--- config.mk ---
export PLATFORM = sky130hd
export DESIGN_NAME = command_transaction_sequencer_flat
export DESIGN_NICKNAME = d
export VERILOG_FILES = /design/src/rtl/cts_pkg.sv /design/src/rtl/cts_if.sv /design/src/rtl/cts_cfg.sv /design/src/rtl/cts_step.sv /design/src/rtl/command_transaction_sequencer.sv /design/src/flat_wrapper.sv
export SDC_FILE = /design/constraint.sdc
export NUM_CORES = 1
export LEC_CHECK = 0
export ABC_AREA = 1
export BUFFER_PORTS_ARGS = -buffer_cell sky130_fd_sc_hd__buf_4
export CORE_AREA = 10 10 135 137
export CTS_BUF_LIST = sky130_fd_sc_hd__clkbuf_4
export CTS_CLUSTER_SIZE = 14
export DETAILED_ROUTE_END_ITERATION = 7
export DIE_AREA = 0 0 145 147
export PLACE_DENSITY = 0.87
export SLEW_MARGIN = 25
export SYNTH_ARGS = -nofsm -noshare
export SYNTH_HDL_FRONTEND = slang
export SYNTH_SLANG_ARGS = --single-unit
--- constraint.sdc ---
create_clock -name clk -period 10.4 [get_ports clk]
set_input_delay 2.08 -clock clk [delete_from_list [all_inputs] [get_ports clk]]
set_output_delay 2.08 -clock clk [all_outputs]
set_load 0.02 [all_outputs]
--- src/rtl/cts_pkg.sv ---
package cts_pkg;

    localparam int unsigned COORD_W  = 16;
    localparam int unsigned LEN_W    = 16;
    localparam int unsigned TICK_W   = 16;
    localparam int unsigned RETRY_W  = 8;
    localparam int unsigned BYTE_W   = 8;
    localparam int unsigned CFG_IDX_W = 2;
    localparam int unsigned CFG_DATA_W = 16;

    localparam logic [2:0] EV_START_WRITE = 3'd0;
    localparam logic [2:0] EV_START_READ  = 3'd1;
    localparam logic [2:0] EV_READY       = 3'd2;
    localparam logic [2:0] EV_XFER_DONE   = 3'd3;
    localparam logic [2:0] EV_TICK        = 3'd4;
    localparam logic [2:0] EV_COLLECT     = 3'd5;

    localparam logic [2:0] PH_IDLE       = 3'd0;
    localparam logic [2:0] PH_SENDING    = 3'd1;
    localparam logic [2:0] PH_WAIT_READY = 3'd2;
    localparam logic [2:0] PH_READING    = 3'd3;
    localparam logic [2:0] PH_DONE       = 3'd4;

    localparam logic [1:0] KIND_NONE  = 2'd0;
    localparam logic [1:0] KIND_WRITE = 2'd1;
    localparam logic [1:0] KIND_READ  = 2'd2;

    localparam logic [2:0] RES_NO_JOB    = 3'd0;
    localparam logic [2:0] RES_PENDING   = 3'd1;
    localparam logic [2:0] RES_OK        = 3'd2;
    localparam logic [2:0] RES_BUS_ERROR = 3'd3;
    localparam logic [2:0] RES_TIMEOUT   = 3'd4;
    localparam logic [2:0] RES_NACK_FAIL = 3'd5;

    localparam logic [2:0] ACT_NONE     = 3'd0;
    localparam logic [2:0] ACT_WRITE    = 3'd1;
    localparam logic [2:0] ACT_READ     = 3'd2;
    localparam logic [2:0] ACT_READBACK = 3'd3;
    localparam logic [2:0] ACT_ABORT    = 3'd4;

    localparam logic [1:0] SS_ACCEPTED  = 2'd0;
    localparam logic [1:0] SS_ERROR     = 2'd1;
    localparam logic [1:0] SS_BUSY      = 2'd2;
    localparam logic [1:0] SS_NOT_START = 2'd3;

    localparam logic [CFG_IDX_W-1:0] REG_MAX_RETRIES      = 2'd0;
    localparam logic [CFG_IDX_W-1:0] REG_TRANSFER_TIMEOUT = 2'd1;
    localparam logic [CFG_IDX_W-1:0] REG_READY_TIMEOUT    = 2'd2;
    localparam logic [CFG_IDX_W-1:0] REG_ACK_CODE         = 2'd3;

    localparam logic [RETRY_W-1:0] MAX_RETRIES_RST      = 8'd3;
    localparam logic [TICK_W-1:0]  TRANSFER_TIMEOUT_RST = 16'd100;
    localparam logic [TICK_W-1:0]  READY_TIMEOUT_RST    = 16'd100;
    localparam logic [BYTE_W-1:0]  ACK_CODE_RST         = 8'd6;

    typedef struct packed {
        logic [RETRY_W-1:0] max_retries;
        logic [TICK_W-1:0]  transfer_timeout;
        logic [TICK_W-1:0]  ready_timeout;
        logic [BYTE_W-1:0]  ack_code;
    } cfg_t;

    typedef struct packed {
        logic [2:0]         phase;
        logic [1:0]         job_kind;
        logic [RETRY_W-1:0] retries_remaining;
        logic [TICK_W-1:0]  elapsed_ticks;
        logic               ready_latched;
        logic [2:0]         final_result;
        logic [COORD_W-1:0] job_x;
        logic [COORD_W-1:0] job_y;
        logic [LEN_W-1:0]   job_length;
    } state_t;

    typedef struct packed {
        logic [2:0]         event_req;
        logic [COORD_W-1:0] coord_x;
        logic [COORD_W-1:0] coord_y;
        logic [LEN_W-1:0]   length;
        logic               bus_error;
        logic [BYTE_W-1:0]  ack_value;
        logic               issue_refused;
    } event_t;

    typedef struct packed {
        logic [1:0]         start_status;
        logic [2:0]         action;
        logic [COORD_W-1:0] out_x;
        logic [COORD_W-1:0] out_y;
        logic [LEN_W-1:0]   out_length;
        logic [2:0]         job_status;
    } result_t;

endpackage

--- src/rtl/cts_if.sv ---
interface cts_in_if;
    logic                         valid;
    logic                         ready;
    logic [2:0]                   event_req;
    logic [cts_pkg::COORD_W-1:0]  coord_x;
    logic [cts_pkg::COORD_W-1:0]  coord_y;
    logic [cts_pkg::LEN_W-1:0]    length;
    logic                         bus_error;
    logic [cts_pkg::BYTE_W-1:0]   ack_value;
    logic                         issue_refused;

    modport source
    (
        output valid, event_req, coord_x, coord_y, length, bus_error, ack_value,
               issue_refused,
        input  ready
    );
    modport sink
    (
        input  valid, event_req, coord_x, coord_y, length, bus_error, ack_value,
               issue_refused,
        output ready
    );
endinterface

interface cts_out_if;
    logic                         valid;
    logic                         ready;
    logic [1:0]                   start_status;
    logic [2:0]                   action;
    logic [cts_pkg::COORD_W-1:0]  out_x;
    logic [cts_pkg::COORD_W-1:0]  out_y;
    logic [cts_pkg::LEN_W-1:0]    out_length;
    logic [2:0]                   job_status;

    modport source
    (
        output valid, start_status, action, out_x, out_y, out_length, job_status,
        input  ready
    );
    modport sink
    (
        input  valid, start_status, action, out_x, out_y, out_length, job_status,
        output ready
    );
endinterface

--- src/rtl/cts_cfg.sv ---
module cts_cfg
(
    input  logic                                clk,
    input  logic                                rst_n,
    input  logic                                wr_en,
    input  logic [cts_pkg::CFG_IDX_W-1:0]       wr_index,
    input  logic [cts_pkg::CFG_DATA_W-1:0]      wr_data,
    output cts_pkg::cfg_t                       cfg
);

    cts_pkg::cfg_t cfg_reg;
    cts_pkg::cfg_t cfg_next;

    always_comb
    begin
        cfg_next = cfg_reg;
        if (wr_en)
        begin
            unique case (wr_index)
                cts_pkg::REG_MAX_RETRIES:
                    cfg_next.max_retries = wr_data[cts_pkg::RETRY_W-1:0];
                cts_pkg::REG_TRANSFER_TIMEOUT:
                    cfg_next.transfer_timeout = wr_data[cts_pkg::TICK_W-1:0];
                cts_pkg::REG_READY_TIMEOUT:
                    cfg_next.ready_timeout = wr_data[cts_pkg::TICK_W-1:0];
                cts_pkg::REG_ACK_CODE:
                    cfg_next.ack_code = wr_data[cts_pkg::BYTE_W-1:0];
                default:
                    cfg_next = cfg_reg;
            endcase
        end
    end

    always_ff @(posedge clk or negedge rst_n)
    begin
        if (!rst_n)
        begin
            cfg_reg.max_retries      <= cts_pkg::MAX_RETRIES_RST;
            cfg_reg.transfer_timeout <= cts_pkg::TRANSFER_TIMEOUT_RST;
            cfg_reg.ready_timeout    <= cts_pkg::READY_TIMEOUT_RST;
            cfg_reg.ack_code         <= cts_pkg::ACK_CODE_RST;
        end
        else
        begin
            cfg_reg <= cfg_next;
        end
    end

    assign cfg = cfg_reg;

endmodule

--- src/rtl/cts_step.sv ---
module cts_step
(
    input  cts_pkg::state_t   cur,
    input  cts_pkg::cfg_t     cfg,
    input  cts_pkg::event_t   ev,
    output cts_pkg::state_t   nxt,
    output cts_pkg::result_t  res
);

    logic [cts_pkg::TICK_W-1:0] ticks_inc;
    logic                       collected;

    // saturating tick count
    assign ticks_inc = (&cur.elapsed_ticks) ? cur.elapsed_ticks
                                            : cur.elapsed_ticks + 1'b1;

    always_comb
    begin
        nxt              = cur;
        res.start_status = cts_pkg::SS_NOT_START;
        res.action       = cts_pkg::ACT_NONE;
        res.out_x        = '0;
        res.out_y        = '0;
        res.out_length   = '0;
        collected        = 1'b0;

        unique case (ev.event_req)
            cts_pkg::EV_START_WRITE, cts_pkg::EV_START_READ:
            begin
                if (ev.length == '0)
                begin
                    res.start_status = cts_pkg::SS_ERROR;
                end
                else if (cur.phase != cts_pkg::PH_IDLE)
                begin
                    res.start_status = cts_pkg::SS_BUSY;
                end
                else
                begin
                    nxt.job_x             = ev.coord_x;
                    nxt.job_y             = ev.coord_y;
                    nxt.job_length        = ev.length;
                    nxt.retries_remaining = cfg.max_retries;
                    nxt.ready_latched     = 1'b0;
                    if (ev.issue_refused)
                    begin
                        nxt.job_kind     = cts_pkg::KIND_NONE;
                        res.start_status = cts_pkg::SS_ERROR;
                    end
                    else
                    begin
                        nxt.job_kind      = (ev.event_req == cts_pkg::EV_START_WRITE)
                                            ? cts_pkg::KIND_WRITE : cts_pkg::KIND_READ;
                        res.action        = (ev.event_req == cts_pkg::EV_START_WRITE)
                                            ? cts_pkg::ACT_WRITE : cts_pkg::ACT_READ;
                        res.out_x         = ev.coord_x;
                        res.out_y         = ev.coord_y;
                        res.out_length    = ev.length;
                        nxt.phase         = cts_pkg::PH_SENDING;
                        nxt.elapsed_ticks = '0;
                        res.start_status  = cts_pkg::SS_ACCEPTED;
                    end
                end
            end
            cts_pkg::EV_READY:
            begin
                if (cur.phase == cts_pkg::PH_WAIT_READY)
                begin
                    nxt.ready_latched = 1'b0;
                    if (ev.issue_refused)
                    begin
                        nxt.final_result = cts_pkg::RES_BUS_ERROR;
                        nxt.phase        = cts_pkg::PH_DONE;
                    end
                    else
                    begin
                        res.action        = cts_pkg::ACT_READBACK;
                        res.out_length    = (cur.job_kind == cts_pkg::KIND_WRITE)
                                            ? cts_pkg::LEN_W'(1) : cur.job_length;
                        nxt.phase         = cts_pkg::PH_READING;
                        nxt.elapsed_ticks = '0;
                    end
                end
                else
                begin
                    nxt.ready_latched = 1'b1;
                end
            end
            cts_pkg::EV_XFER_DONE:
            begin
                priority if (cur.phase == cts_pkg::PH_SENDING)
                begin
                    if (ev.bus_error)
                    begin
                        nxt.final_result = cts_pkg::RES_BUS_ERROR;
                        nxt.phase        = cts_pkg::PH_DONE;
                    end
                    else
                    begin
                        nxt.phase         = cts_pkg::PH_WAIT_READY;
                        nxt.elapsed_ticks = '0;
                        if (cur.ready_latched)
                        begin
                            nxt.ready_latched = 1'b0;
                            if (ev.issue_refused)
                            begin
                                nxt.final_result = cts_pkg::RES_BUS_ERROR;
                                nxt.phase        = cts_pkg::PH_DONE;
                            end
                            else
                            begin
                                res.action     = cts_pkg::ACT_READBACK;
                                res.out_length = (cur.job_kind == cts_pkg::KIND_WRITE)
                                                 ? cts_pkg::LEN_W'(1) : cur.job_length;
                                nxt.phase      = cts_pkg::PH_READING;
                            end
                        end
                    end
                end
                else if (cur.phase == cts_pkg::PH_READING)
                begin
                    if (ev.bus_error)
                    begin
                        nxt.final_result = cts_pkg::RES_BUS_ERROR;
                        nxt.phase        = cts_pkg::PH_DONE;
                    end
                    else if (cur.job_kind != cts_pkg::KIND_WRITE
                             || ev.ack_value == cfg.ack_code)
                    begin
                        nxt.final_result = cts_pkg::RES_OK;
                        nxt.phase        = cts_pkg::PH_DONE;
                    end
                    else if (cur.retries_remaining != '0)
                    begin
                        // resend after a non-acknowledge
                        nxt.retries_remaining = cur.retries_remaining - 1'b1;
                        nxt.ready_latched     = 1'b0;
                        if (ev.issue_refused)
                        begin
                            nxt.final_result = cts_pkg::RES_BUS_ERROR;
                            nxt.phase        = cts_pkg::PH_DONE;
                        end
                        else
                        begin
                            res.action        = cts_pkg::ACT_WRITE;
                            res.out_x         = cur.job_x;
                            res.out_y         = cur.job_y;
                            res.out_length    = cur.job_length;
                            nxt.phase         = cts_pkg::PH_SENDING;
                            nxt.elapsed_ticks = '0;
                        end
                    end
                    else
                    begin
                        nxt.final_result = cts_pkg::RES_NACK_FAIL;
                        nxt.phase        = cts_pkg::PH_DONE;
                    end
                end
                else
                begin
                    nxt = cur;
                end
            end
            cts_pkg::EV_TICK:
            begin
                if (cur.phase == cts_pkg::PH_WAIT_READY)
                begin
                    nxt.elapsed_ticks = ticks_inc;
                    if (ticks_inc > cfg.ready_timeout)
                    begin
                        nxt.final_result = cts_pkg::RES_TIMEOUT;
                        nxt.phase        = cts_pkg::PH_DONE;
                    end
                end
                else if (cur.phase == cts_pkg::PH_SENDING
                         || cur.phase == cts_pkg::PH_READING)
                begin
                    nxt.elapsed_ticks = ticks_inc;
                    if (ticks_inc > cfg.transfer_timeout)
                    begin
                        res.action       = cts_pkg::ACT_ABORT;
                        nxt.final_result = cts_pkg::RES_TIMEOUT;
                        nxt.phase        = cts_pkg::PH_DONE;
                    end
                end
            end
            cts_pkg::EV_COLLECT:
            begin
                collected = 1'b1;
            end
            default:
            begin
                nxt = cur;
            end
        endcase

        if (nxt.phase == cts_pkg::PH_DONE)
        begin
            res.job_status = nxt.final_result;
        end
        else if (nxt.phase == cts_pkg::PH_IDLE)
        begin
            res.job_status = cts_pkg::RES_NO_JOB;
        end
        else
        begin
            res.job_status = cts_pkg::RES_PENDING;
        end

        if (collected && nxt.phase == cts_pkg::PH_DONE)
        begin
            nxt.phase    = cts_pkg::PH_IDLE;
            nxt.job_kind = cts_pkg::KIND_NONE;
        end
    end

endmodule

--- src/rtl/command_transaction_sequencer.sv ---
// channel  dir  handshake     word
// evt      in   valid/ready   event_req, coord_x, coord_y, length, bus_error,
//                             ack_value, issue_refused
// res      out  valid/ready   start_status, action, out_x, out_y, out_length,
//                             job_status
// cfg      in   wr_en         wr_index, wr_data (write only)
//
// one word per cycle while the result is not stalled; a result appears in the cycle after its event is taken
// the job state and the result register are updated at the same edge
// evt.ready is high while the result register is empty or being emptied
// a stalled result holds the input back; nothing is dropped
// reset: idle, no job, config registers at their default values
module command_transaction_sequencer
(
    input  logic                              clk,
    input  logic                              rst_n,
    cts_in_if.sink                            evt,
    cts_out_if.source                         res,
    input  logic                              wr_en,
    input  logic [cts_pkg::CFG_IDX_W-1:0]     wr_index,
    input  logic [cts_pkg::CFG_DATA_W-1:0]    wr_data
);

    cts_pkg::cfg_t     cfg;
    cts_pkg::event_t   ev;
    cts_pkg::state_t   state_reg;
    cts_pkg::state_t   state_next;
    cts_pkg::result_t  step_res;
    cts_pkg::result_t  res_reg;
    logic              res_valid_reg;
    logic              res_valid_next;
    logic              accept;

    cts_cfg u_cfg
    (
        .clk      (clk),
        .rst_n    (rst_n),
        .wr_en    (wr_en),
        .wr_index (wr_index),
        .wr_data  (wr_data),
        .cfg      (cfg)
    );

    assign ev.event_req     = evt.event_req;
    assign ev.coord_x       = evt.coord_x;
    assign ev.coord_y       = evt.coord_y;
    assign ev.length        = evt.length;
    assign ev.bus_error     = evt.bus_error;
    assign ev.ack_value     = evt.ack_value;
    assign ev.issue_refused = evt.issue_refused;

    cts_step u_step
    (
        .cur (state_reg),
        .cfg (cfg),
        .ev  (ev),
        .nxt (state_next),
        .res (step_res)
    );

    assign evt.ready = !res_valid_reg || res.ready;
    assign accept    = evt.valid && evt.ready;

    always_comb
    begin
        res_valid_next = res_valid_reg;
        if (accept)
        begin
            res_valid_next = 1'b1;
        end
        else if (res.ready)
        begin
            res_valid_next = 1'b0;
        end
    end

    always_ff @(posedge clk or negedge rst_n)
    begin
        if (!rst_n)
        begin
            state_reg.phase             <= cts_pkg::PH_IDLE;
            state_reg.job_kind          <= cts_pkg::KIND_NONE;
            state_reg.retries_remaining <= '0;
            state_reg.elapsed_ticks     <= '0;
            state_reg.ready_latched     <= 1'b0;
            state_reg.final_result      <= cts_pkg::RES_NO_JOB;
            state_reg.job_x             <= '0;
            state_reg.job_y             <= '0;
            state_reg.job_length        <= '0;
            res_valid_reg               <= 1'b0;
        end
        else
        begin
            if (accept)
            begin
                state_reg <= state_next;
            end
            res_valid_reg <= res_valid_next;
        end
    end

    always_ff @(posedge clk)
    begin
        if (accept)
        begin
            res_reg <= step_res;
        end
    end

    assign res.valid        = res_valid_reg;
    assign res.start_status = res_reg.start_status;
    assign res.action       = res_reg.action;
    assign res.out_x        = res_reg.out_x;
    assign res.out_y        = res_reg.out_y;
    assign res.out_length   = res_reg.out_length;
    assign res.job_status   = res_reg.job_status;

    a_cmd_phase: assert property (@(posedge clk) disable iff (!rst_n)
        res_valid_reg && (res_reg.action == cts_pkg::ACT_WRITE
                          || res_reg.action == cts_pkg::ACT_READ)
        |-> state_reg.phase == cts_pkg::PH_SENDING)
        else $error("command sent but not in sending phase");

    a_readback_phase: assert property (@(posedge clk) disable iff (!rst_n)
        res_valid_reg && res_reg.action == cts_pkg::ACT_READBACK
        |-> state_reg.phase == cts_pkg::PH_READING)
        else $error("readback issued but not in reading phase");

    a_abort_done: assert property (@(posedge clk) disable iff (!rst_n)
        res_valid_reg && res_reg.action == cts_pkg::ACT_ABORT
        |-> state_reg.phase == cts_pkg::PH_DONE
            && state_reg.final_result == cts_pkg::RES_TIMEOUT)
        else $error("abort without timeout result");

    a_pending_busy: assert property (@(posedge clk) disable iff (!rst_n)
        res_valid_reg && res_reg.job_status == cts_pkg::RES_PENDING
        |-> state_reg.phase != cts_pkg::PH_IDLE && state_reg.phase != cts_pkg::PH_DONE)
        else $error("pending status while no job runs");

endmodule
--- src/flat_wrapper.sv ---
// flat-port wrapper written by rule: the top's interface ports become plain ports
module command_transaction_sequencer_flat 
  (clk, rst_n, wr_en, wr_index, wr_data, evt_valid, evt_event_req, evt_coord_x, evt_coord_y, evt_length, evt_bus_error, evt_ack_value, evt_issue_refused, evt_ready, res_valid, res_start_status, res_action, res_out_x, res_out_y, res_out_length, res_job_status, res_ready);
  cts_in_if evt_i ();
  cts_out_if res_i ();
  input  logic clk;
  input  logic rst_n;
  input  logic wr_en;
  input  logic [cts_pkg::CFG_IDX_W-1:0] wr_index;
  input  logic [cts_pkg::CFG_DATA_W-1:0] wr_data;
  input wire logic [$bits(evt_i.valid)-1:0] evt_valid;
  input wire logic [$bits(evt_i.event_req)-1:0] evt_event_req;
  input wire logic [$bits(evt_i.coord_x)-1:0] evt_coord_x;
  input wire logic [$bits(evt_i.coord_y)-1:0] evt_coord_y;
  input wire logic [$bits(evt_i.length)-1:0] evt_length;
  input wire logic [$bits(evt_i.bus_error)-1:0] evt_bus_error;
  input wire logic [$bits(evt_i.ack_value)-1:0] evt_ack_value;
  input wire logic [$bits(evt_i.issue_refused)-1:0] evt_issue_refused;
  output wire logic [$bits(evt_i.ready)-1:0] evt_ready;
  output wire logic [$bits(res_i.valid)-1:0] res_valid;
  output wire logic [$bits(res_i.start_status)-1:0] res_start_status;
  output wire logic [$bits(res_i.action)-1:0] res_action;
  output wire logic [$bits(res_i.out_x)-1:0] res_out_x;
  output wire logic [$bits(res_i.out_y)-1:0] res_out_y;
  output wire logic [$bits(res_i.out_length)-1:0] res_out_length;
  output wire logic [$bits(res_i.job_status)-1:0] res_job_status;
  input wire logic [$bits(res_i.ready)-1:0] res_ready;
  assign evt_i.valid = evt_valid;
  assign evt_i.event_req = evt_event_req;
  assign evt_i.coord_x = evt_coord_x;
  assign evt_i.coord_y = evt_coord_y;
  assign evt_i.length = evt_length;
  assign evt_i.bus_error = evt_bus_error;
  assign evt_i.ack_value = evt_ack_value;
  assign evt_i.issue_refused = evt_issue_refused;
  assign evt_ready = evt_i.ready;
  assign res_valid = res_i.valid;
  assign res_start_status = res_i.start_status;
  assign res_action = res_i.action;
  assign res_out_x = res_i.out_x;
  assign res_out_y = res_i.out_y;
  assign res_out_length = res_i.out_length;
  assign res_job_status = res_i.job_status;
  assign res_i.ready = res_ready;
  command_transaction_sequencer u_core (.clk(clk), .rst_n(rst_n), .evt(evt_i), .res(res_i), .wr_en(wr_en), .wr_index(wr_index), .wr_data(wr_data));
endmodule
==> flow_summary.yaml <==
setup_path:
  crit_type: "primary input to output port"
  cp_slowest_cell: "buf_4"
  critPathTopFamily: "buffers and inverters"
  slowest_delay_ps: 180
  crit_path_cell_trace: "buf_4 > inv_1 > nand2_1 > buf_4"
  critical_path_required_ps: 8320
  cp.arrival_ps: 2500
  cpMostUsedCell: "buf_4"
  worstPathMaxFanout: 3
  ff2ff_setup_slack_ps: 6000
  cp.buffers_inverters: 3
  cp-start-kind: "primary input"
  cp-end-kind: "output port"
sta:
  period_minus_slack_ps: 4580
  finalSetupViolCount: 0
  rsz0062_at_grt: "no"
  setup_tns_ps: 0
  post-route-period-util: 0.441
  worst_pin_slew_ps: 974
  relSlewSlack: 0.351
  fmax_mhz: 218
  finalHoldViolCount: 0
  slew_violations: 0
  fin_worst_skew_ps: 26.7
die:
  rows: 46
  fp.coreArea_um2: 15600
  die_w_um: 145
  io_pins: 142
  start_util: 0.630
  dieArea_um2: 21300
  dieHeight_um: 147
cells_and_area:
  area_growth_pct: 15.2
  largest_reg_flops: 81
  final_cells: 1507
  drive_above_1_share: 0.188
  layout.nets: 1393
logic_synthesis:
  syn_area_per_cell_um2: 8.51
  async_flop_share: 0.699
  synth_cell_types: 50
  yosysMostFrequentCell: "nand2_1"
  ys.warnings.count: 0
  syn_inst: 1155
  synth.ff_latch_count: 186
  ys.flop_type: "dfrtp_1"
  ys_seq_area_frac: 0.503
  synth_area_um2: 9830
  netlist_top_cells_count: "nand2_1 (244), inv_1 (172), o21ai_0 (162), dfrtp_1 (120), nor2_1 (64)"
  synth_edf_count: 56
  synth_nets: 1271
  yosysTopAreaCellShare: 0.305
  synth_top_cell_by_area: "dfrtp_1"
  synth_area_leaders: "dfrtp_1 (31%), edfxtp_1 (17%), nand2_1 (9.3%)"
route:
  via_per_inst: 5.60
  vias: 8443
  wirelength_mm: 24.7
  dr.first_iter.drc_count: 920
  first_pass_iters: 6
  drc: 0
  wl_per_cell_um: 16.4
  ant_nets: 0
place:
  dp_hpwl_mm: 17.6
  io_buffers: 141
  place_congestion: 0.927
  placedCellCount: 1474
clocking:
  insertion_delay_ps: 600
  htree_levels: 4
  clkTransAtPathRegs_ps: 150
  numCtsBuffers: 17
  clockRootBuffer: "clkbuf_4"
  clock-sinks: 186
  ctsResizeCount: 0
  tritoncts: "yes"
  cts.path.max_buffers: 2
  hold_buffers: 0
  post-cts-setup-buffer-count: 0
pwr:
  p_leak_nw: 5.35
  cellPowerDensity_nw_per_um2: 173
  vdd_ir_drop_max_mv: 0.106
global_route:
  grt_max_degree: 97
  track_usage: 0.230
  antenna_found_initial: 1
  grt_pass1_wl_mm: 40.8
  gr-total-overflow: 0
  grt_pass1_vias: 8097
worst_hold_path:
  hp-class: "register to register"
flow_run:
  cap_violations: 0
outcome:
  status: "finished clean"
==> logic make-up (layout without fill, tap and decap cells) <==
family / Yosys count / count (layout) / synth area share
DFF: 186 / 186 / 0.503
buffers and inverters: 226 / 361 / 0.0886
other: 0 / 1 / 0
adders and majority gates: 32 / 32 / 0.0407
and+or+nand+nor: 401 / 401 / 0.176
xor gates and xnor gates: 21 / 21 / 0.0187
AOI/OAI and AO/OA: 286 / 286 / 0.169
muxes: 3 / 3 / 0.00344
==> tightest hold or removal path: stages (launching register included) <==
cell and delay, ps:
dfrtp_1 380, nand2_1 60, nand2_1 50
==> worst paths after layout <==
kind / startpoint / endpoint / cells past startpoint
hold / removal: u_core.state_reg[77] / u_core.state_reg[77] / 2
min in group asynchronous: rst_n / u_core.state_reg[33] / 1
setup reg to reg: u_core.state_reg[52] / u_core.state_reg[76] / 26
setup / recovery: res_ready / evt_ready / 4
hold reg to reg: u_core.state_reg[77] / u_core.state_reg[77] / 2
max in group asynchronous: rst_n / u_core.state_reg[71] / 2
==> cell type report <==
type                            count  area [um^2]
Tap cell                          216          270
Timing Repair Buffer              149         1120
Fill cell                        1129         4270
Multi-Input combinational cell    743         4030
Antenna cell                        1         2.50
Clock buffer                       17          128
Sequential cell                   186         4950
Clock inverter                     15          154
Inverter                          180          677
==> routing by layer <==
layer	part of all wire	up-vias	wire, um	track usage
met3	0.085	42	2100	0.0479
met4	0.016	0	401	0.0756
met2	0.47	397	11600	0.363
met1	0.43	3923	10600	0.310
li1	-	4081	-	-
met5	0	-	0	0
==> power breakdown <==
group,switching (mW),internal (mW)
Sequential,0.103,0.924
Clock,0.283,0.110
Combinational,0.335,0.207
Total,0.721,1.24
==> through the flow <==
| step | cell area [um^2] | hold WS (ps) | total power, mW | worst slack (ps) | utilization |
|---|---|---|---|---|---|
| global route | 11300 | 522 | 2.09 | 5690 | 0.726 |
| CTS | 11300 | 496 | 1.96 | 5820 | 0.725 |
| floorplan | 9830 | 441 | 1.40 | 6040 | - |
| global placement | 11000 | 457 | 1.55 | 5740 | 0.707 |
| finish | 11300 | 495 | 1.96 | 5820 | 0.726 |
| detailed placement | 11000 | 460 | 1.58 | 5640 | 0.707 |
==> layout by cell type, fill, tap and decap left out, types with 18 or more instances in the layout <==
cell	count
a21oi_1	40
buf_4	148
dfrtp_1	120
edfxtp_1	56
ha_1	32
inv_1	171
nand2_1	244
nand3_1	31
nor2_1	64
nor3_1	21
o21ai_0	162
o22ai_1	38
xor2_1	18
Power figures use the tool's default switching activity.
